==> config.mk <==
export PLATFORM = sky130hd
export DESIGN_NAME = tss_div
export DESIGN_NICKNAME = d
export VERILOG_FILES = /design/src/hdl/tss_pkg.sv /design/src/hdl/tss_div.sv
export SDC_FILE = /design/constraint.sdc
export NUM_CORES = 1
export LEC_CHECK = 0
export BUFFER_PORTS_ARGS = -buffer_cell sky130_fd_sc_hd__buf_2
export CORE_UTILIZATION = 31
export CTS_CLUSTER_SIZE = 30
export DETAILED_ROUTE_END_ITERATION = 7
export PLACE_DENSITY = 0.47
export SETUP_SLACK_MARGIN = 0.05
export SLEW_MARGIN = 20
export SYNTH_ARGS = -nofsm -noshare
export SYNTH_HDL_FRONTEND = slang
export SYNTH_SLANG_ARGS = --single-unit
export TNS_END_PERCENT = 30
==> constraint.sdc <==
create_clock -name clk -period 5.12 [get_ports clk]
set_clock_uncertainty 0.15 [all_clocks]
set_input_delay 1.024 -clock clk [delete_from_list [all_inputs] [get_ports clk]]
set_output_delay 1.024 -clock clk [all_outputs]
set_load 0.05 [all_outputs]
==> src/hdl/tss_pkg.sv <==
`timescale 1ns / 1ps
`default_nettype none

package tss_pkg;

    // default sizes
    localparam int MAX_ROWS_DEF  = 8;
    localparam int MAX_VARS_DEF  = 8;
    localparam int FRAC_BITS_DEF = 16;

    // register indexes
    localparam logic [1:0] REG_NUM_ROWS  = 2'd0;
    localparam logic [1:0] REG_NUM_VARS  = 2'd1;
    localparam logic [1:0] REG_THRESHOLD = 2'd2;
    localparam logic [1:0] REG_MAX_PIV   = 2'd3;

    // register reset values
    localparam logic [3:0]  NUM_ROWS_RST  = 4'd8;
    localparam logic [3:0]  NUM_VARS_RST  = 4'd8;
    localparam logic [15:0] THRESHOLD_RST = 16'd66;
    localparam logic [15:0] MAX_PIV_RST   = 16'd1024;

    // input actions
    localparam logic [1:0] ACT_LOAD_TAB  = 2'd0;
    localparam logic [1:0] ACT_LOAD_COST = 2'd1;
    localparam logic [1:0] ACT_SOLVE     = 2'd2;

    // solve status codes
    localparam logic [2:0] ST_OPTIMAL    = 3'd0;
    localparam logic [2:0] ST_ART_ZERO   = 3'd1;
    localparam logic [2:0] ST_INFEASIBLE = 3'd2;
    localparam logic [2:0] ST_UNBOUNDED  = 3'd3;
    localparam logic [2:0] ST_PIV_LIMIT  = 3'd4;

    // record kinds
    localparam logic KIND_STATUS = 1'b0;
    localparam logic KIND_BASIS  = 1'b1;

    function automatic logic signed [31:0] sat32(input logic signed [63:0] v);
        logic signed [63:0] hi;
        logic signed [63:0] lo;
        hi = 64'sd2147483647;
        lo = -64'sd2147483648;
        if (v > hi)
            sat32 = 32'sh7fffffff;
        else if (v < lo)
            sat32 = 32'sh80000000;
        else
            sat32 = v[31:0];
    endfunction

    function automatic logic signed [63:0] sx64(input logic signed [31:0] v);
        sx64 = {{32{v[31]}}, v};
    endfunction

endpackage

`default_nettype wire

==> src/hdl/tss_div.sv <==
`timescale 1ns / 1ps
`default_nettype none

// (a * 2^frac) / b, truncated toward zero, saturated; one quotient bit per cycle
module tss_div
    import tss_pkg::*;
#(
    parameter int FRAC_BITS = FRAC_BITS_DEF
)
(
    input  wire logic               clk,
    input  wire logic               rst_n,
    input  wire logic               start,
    input  wire logic signed [31:0] a,
    input  wire logic signed [31:0] b,
    output logic                    done,
    output logic signed [31:0]      q
);

    localparam int DW  = 32 + FRAC_BITS;
    localparam int NCW = $clog2(DW + 1);

    logic              busy_reg;
    logic              done_reg;
    logic [NCW-1:0]    cnt_reg;
    logic [DW-1:0]     qsh_reg;
    logic [32:0]       rem_reg;
    logic [31:0]       bmag_reg;
    logic              neg_reg;
    logic              zero_reg;

    logic [31:0]       amag;
    logic [32:0]       rem_shift;
    logic signed [63:0] mag64;

    assign amag      = a[31] ? (~a + 32'd1) : a;
    assign rem_shift = {rem_reg[31:0], qsh_reg[DW-1]};
    assign mag64     = {{(64 - DW){1'b0}}, qsh_reg};

    always_ff @(posedge clk or negedge rst_n)
    begin
        if (!rst_n)
        begin
            busy_reg <= 1'b0;
            done_reg <= 1'b0;
            cnt_reg  <= '0;
        end
        else
        begin
            done_reg <= 1'b0;
            if (start)
            begin
                busy_reg <= 1'b1;
                cnt_reg  <= '0;
            end
            else if (busy_reg)
            begin
                cnt_reg <= cnt_reg + NCW'(1);
                if (cnt_reg == NCW'(DW - 1))
                begin
                    busy_reg <= 1'b0;
                    done_reg <= 1'b1;
                end
            end
        end
    end

    always_ff @(posedge clk)
    begin
        if (start)
        begin
            qsh_reg  <= {amag, {FRAC_BITS{1'b0}}};
            rem_reg  <= '0;
            bmag_reg <= b[31] ? (~b + 32'd1) : b;
            neg_reg  <= a[31] ^ b[31];
            zero_reg <= (b == 32'sd0);
        end
        else if (busy_reg)
        begin
            if (rem_shift >= {1'b0, bmag_reg})
            begin
                rem_reg <= rem_shift - {1'b0, bmag_reg};
                qsh_reg <= {qsh_reg[DW-2:0], 1'b1};
            end
            else
            begin
                rem_reg <= rem_shift;
                qsh_reg <= {qsh_reg[DW-2:0], 1'b0};
            end
        end
    end

    assign done = done_reg;
    assign q    = zero_reg ? 32'sd0 : sat32(neg_reg ? -mag64 : mag64);

endmodule

`default_nettype wire

# Word-level counts from Yosys, hierarchy flattened
# Cells that the tools add are included.
word_totals:
  inputBits: 67
  mem_bits_rw: 0
  n_memories: 0
  register_bits: 122
  latch_bits: 0
  wordCells: 42
  rom_bits: 0
op_classes:
  n_reduce_logical: 2
  shifts: 0
  add_sub_neg: 5
  eq_ne: 1
  n_mux: 18
  mul: 0
  div_mod_pow: 0
  order_cmp: 3
  bitwise_logic: 3
ops:
  columns: ["cell", "count"]
  rows:
  - ["32-bit 2-to-1 mux", 5]
  - ["48-bit 2-to-1 mux", 2]
  - ["32-bit by 1-bit adder with 32-bit output, second input constant", 2]
  - ["64-bit by 32-bit greater-than comparator with 1-bit output, second input constant", 1]
  - ["64-bit by 32-bit less-than comparator with 1-bit output, second input constant", 1]
  - ["64-bit 2-to-1 mux", 1]
  - ["48-bit negation with 64-bit output", 1]
  - ["32-bit NOT", 2]
  - ["33-bit by 32-bit >= comparator with 1-bit output", 1]
  - ["32-bit zero test", 1]
  - ["32-bit subtractor", 1]
  - ["31-bit 2-to-1 mux", 1]
  - ["6-bit 2-to-1 mux", 2]
  - ["1-bit 2-to-1 mux", 7]
  - ["6-bit by 1-bit adder with 6-bit output, second input constant", 1]
  - ["6-bit == test, second input constant", 1]
  - ["2-bit nonzero test", 1]
  - ["1-bit bitwise XOR", 1]

# Depth between registers and ports, before layout
logic_depth:
  word_depth: 6
  ltp_mapped: 14

# Worst setup path after synthesis
# OpenSTA, ideal clock, no wires.
synth_timing:
  path_kind: "register -> output"
  startpoint: "register qsh_reg[28]"
  endpoint: "output q[29]"
  t_required_ns: 3.946
  stages_incl_launch_ff: 9
  setup_slack_ns: -0.644
  t_arrival_ns: 4.590
  cell_sequence: "edfxtp_1 > nor4_1 > nand4_1 > or4_4 > o41ai_1 > xor2_1 > nor4b_1 > nand3_1 > o311ai_0"
synth_via:
  elab_chain_len: 6
  elab_cells_between_ends: 7
  cone_classes: "1 x add/sub; 2 x order compare; 4 x mux"
synth_lines:
  columns: ["element", "line", "rtl"]
  rows:
  - ["start, declared", "tss_div.sv:26", "logic [DW-1:0] qsh_reg;"]
  - ["start signal, assigned", "tss_div.sv:72", "qsh_reg <= {amag, {FRAC_BITS{1'b0}}};"]
  - ["start signal, assigned", "tss_div.sv:83", "qsh_reg <= {qsh_reg[DW-2:0], 1'b1};"]
  - ["start signal, assigned", "tss_div.sv:88", "qsh_reg <= {qsh_reg[DW-2:0], 1'b0};"]
  - ["48-bit negation with 64-bit output", "tss_div.sv:94", "assign q = zero_reg ? 32'sd0 : sat32(neg_reg ? -mag64 : mag64);"]
  - ["64-bit 2-to-1 mux (*)", "tss_div.sv:94", null]
  - ["64-bit by 32-bit less-than comparator with 1-bit output", "tss_pkg.sv:46", "else if (v < lo)"]
  - ["32-bit 2-to-1 mux", "tss_pkg.sv:46", null]
  - ["32-bit 2-to-1 mux (*)", "tss_pkg.sv:44", "if (v > hi)"]
  - ["32-bit 2-to-1 mux (*)", "tss_div.sv:94", null]
  - ["end, declared", "tss_div.sv:17", "output logic signed [31:0] q"]
# Every way passes the cells marked *; elsewhere a longest branch is shown, timed or not.

# Worst setup path in the final report
layout_timing:
  startpoint: "register qsh_reg[9]"
  endpoint: "output q[22]"
# The elaborated chain is that of the path after synthesis.

==> summary.md <==
| Metric | Value |
|---|---|
| GR Util All Layers | 0.174 |
| Slew Viols, Final | 0 |
| Vias | 8369 |
| DIE AREA | 0.0305 mm^2 |
| Max Cap Viol | 0 |
| Most common cell on crit path | or4_4 |
| Warnings, synthesis | 0 |
| CP Class | flop to output port |
| CTS root buffer | clkbuf_16 |
| Worst path max stage delay | 590 ps |
| Initial core utilization | 0.319 |
| Non-filler cells, final | 1598 |
| Clock sink count | 122 |
| GR Overflow Total | 0 |
| Failing checks | negative setup slack |
| CTS H-Tree Depth | 4 |
| Vias in the first global route | 8040 |
| Reg clk slew, reported paths | 60 ps |
| Cts hold-fix bufs | 0 |
| Commonest register cell after synthesis | edfxtp_1 |
| Placed insts | 1559 |
| Worst Path Max Fanout | 8 |
| Synthesized flop and latch total | 122 |
| Syn Inst Count | 1102 |
| Maximum number of pins on one net before global-route repair | 86 |
| Clock latency on the worst-skew pair | 420 ps |
| Share of cells above drive strength 1 | 0.161 |
| First-pass GRT wire length | 42600 um |
| Largest family of logic cells by synthesized area | compound AO/OA/AOI/OAI gates |
| Io pins | 100 |
| Crit path max-delay family | simple AND/OR/NAND/NOR gates |
| Nets | 1305 |
| Maximum vdd ir drop | 0.000151 V |
| Synth Area in Compound Gates | 0.215 |
| Area leader, netlist | edfxtp_1 |
| WL final | 26100 um |
| Setup_tns | -5510 ps |
| Startpoint Class | flop |
| HP Class | input pin to async pin |
| Largest cells by area after synthesis | edfxtp_1 21%, dfxtp_1 10%, xnor2_1 5.8% |
| Die Y | 175 um |
| Buffers on Ports | 99 |
| Vias per std cell | 5.24 |
| Diode count | 0 |
| Relative slew margins | 0.343 |
| Critical path's slowest cell | or4_4 |
| Pre-Repair DR Iteration Count | 5 |
| Cell Chain, Critical Path | or4_4 -> or3_4 -> or4_4 -> or4_4 -> o21a_1 -> o32a_1 -> nor4_2 -> a311o_2 -> clkbuf_16 -> o21ai_0 -> buf_4 |
| Synth Area in XOR/XNOR | 0.116 |
| Worst path required time | 3950 ps |
| Die Wd | 175 um |
| Syn_nets | 1206 |
| Row Count | 62 |
| Post-synthesis mux area share | 0.0260 |
| GP Congestion | 0.890 |
| Hold slack | 284 ps |
| Nature of the critical path endpoint | output port |
| Simple-gate portion of the synthesized area | 0.203 |
| Fin crit share | 1.04 |
| P&R area growth vs syn | 20.5% |
| Distinct cells, synth | 66 |
| RSZ-0062 raised after global routing | true |
| Max reg flops | 48 |
| Dpl hpwl | 19300 um |
| Critical Path AT | 4160 ps |
| Top cell type's share of synthesized area | 0.214 |
| Synth Area in Adders | 0.0509 |
| Power per Cell Area | 273 mW/mm^2 |
| WL per Instance | 16.4 um |
| Setup WS post-layout | -212 ps |
| TritonCTS clock tree | built |
| Flop2flop setup slack | 1130 ps |
| Final setup vio count | 31 |
| Status | finished with violations |
| Core ar. | 0.0290 mm^2 |
| Mapped Area | 0.00925 mm^2 |
| DRT iter0 DRCs | 514 |
| Fin. Hold Viols | 0 |
| Syn avg cell area | 8.39 um^2 |
| Slew @ Worst Pin | 981 ps |
| Leak Pwr | 0.00453 uW |
| Clock Tree Buf Depth | 2 |
| Number of synthesized flops with an enable pin | 66 |
| Final min period | 5330 ps |
| Crit path buffers/inverters | 2 |
| Seq/Total Area, Yosys | 0.340 |
| F_max | 188 MHz |
| Initial antenna violation count | 0 |
| # DRC | 0 |
| ANT nets after route | 0 |
| Post-synth ARST share | 0.0656 |
| CTS Buf Count | 17 |
[cells in the mapped netlist, types with 6 or more instances]
cell type / instances
a211oi_1: 7
clkbuf_1: 49
o31ai_1: 34
nand3_1: 22
mux2i_1: 24
or4_1: 15
xor2_1: 61
edfxtp_1: 66
nand2b_1: 16
o21a_1: 12
dfrtp_1: 8
nor2_1: 90
nand4_1: 13
nor3_1: 26
buf_1: 6
a311oi_1: 21
a21o_1: 15
ha_1: 36
inv_1: 55
nor2b_1: 11
xnor2_1: 61
o21ai_0: 103
a31oi_1: 7
nor4_1: 17
a21oi_1: 30
o41ai_1: 14
or3_1: 28
nand2_1: 116
o21ai_1: 10
dfxtp_1: 48
[per-stage QoR]
step                      cell area [um^2]  setup WS (ps)  power [uW]   util
after floorplan                       9250           -260        1610      -
after global placement               10200            133        1820  0.353
after detailed placement             10200          -23.6        1820  0.353
after CTS                            11000           -163        3060  0.379
after global routing                 11100           -381        3200  0.384
final                                11100           -212        3050  0.384
[worst reg2reg max path: stages, from the launching register on]
cell	delay, ps
edfxtp_1	510
inv_1	130
ha_1	250
nor2b_1	160
o21bai_1	120
a211oi_1	360
o311ai_0	290
o21a_1	350
o2111a_1	330
nor2_2	490
buf_4	350
a31oi_1	140
a211oi_1	250
[path summary, 6_finish.rpt]
| kind | start | to | depth (start not counted) |
|---|---|---|---|
| worst max-delay path | qsh_reg[9] | q[22] | 11 |
| worst min-delay path | rst_n | cnt_reg[5] | 1 |
| worst max register to register | qsh_reg[47] | rem_reg[4] | 12 |
| worst min register to register | rem_reg[7] | rem_reg[8] | 2 |
| max in group asynchronous | rst_n | busy_reg | 1 |
| min in group clk | rem_reg[7] | rem_reg[8] | 2 |
[logic make-up after synthesis]
logic type	count (synthesis)
and+or+nand+nor	382
muxes	24
AOI/OAI and AO/OA	301
buffers and inverters	114
xor gates and xnor gates	122
DFF	122
adders and majority gates	37
[where the power goes]
part	switching (uW)	leakage (uW)	internal, uW	total (uW)
logic	405	0.00305	259	664
clock network	487	0.000298	716	1200
registers	69.5	0.00118	1110	1180
[final cells by class]
cell class | count | area, um^2
fillers | 3038 | 17900
clock buffers | 21 | 508
well taps | 384 | 480
multi-input cells | 866 | 5740
flip-flops and latches | 122 | 3150
inverters | 55 | 206
repair buffers | 139 | 987
clock inverters | 11 | 77.6
[what timing repair did]
action,in CTS,in global routing
cloned,0,2
pin swaps,2,3
hold endpoints to repair,0,0
setup buffers,3,2
resized for setup,47,24
endpoints found under the setup margin,31,31
[metal layers]
layer,global-route usage,part of all wire,up-vias
met1,0.240,0.50,3952
met2,0.283,0.46,153
met3,0.0255,0.029,22
met5,0,0,-
li1,-,-,4242
met4,0.0420,0.012,0
[placed cells by master, fill, tap and decap left out, drive strengths merged, types with 4 or more instances in the layout]
master / synthesis / layout
buf: 9 / 137
nand2: 116 / 116
o21ai: 113 / 113
nor2: 90 / 90
edfxtp: 66 / 66
xor2: 61 / 61
xnor2: 61 / 61
inv: 55 / 61
dfxtp: 48 / 48
ha: 36 / 36
o31ai: 34 / 34
a21oi: 30 / 30
or3: 28 / 28
nor3: 26 / 26
mux2i: 24 / 24
clkbuf: 50 / 23
nand3: 22 / 22
a311oi: 21 / 21
or4: 18 / 18
nor4: 17 / 17
nand2b: 16 / 16
a21o: 15 / 15
o41ai: 14 / 14
nand4: 13 / 13
o21a: 12 / 12
nor2b: 11 / 11
dfrtp: 8 / 8
a31oi: 7 / 7
a211oi: 7 / 7
a22o: 5 / 5
and3: 5 / 5
a21boi: 5 / 5
clkinv: 0 / 5
o21bai: 4 / 4
o31a: 4 / 4
o211ai: 4 / 4
No activity file was read; power rests on OpenSTA's default activity.
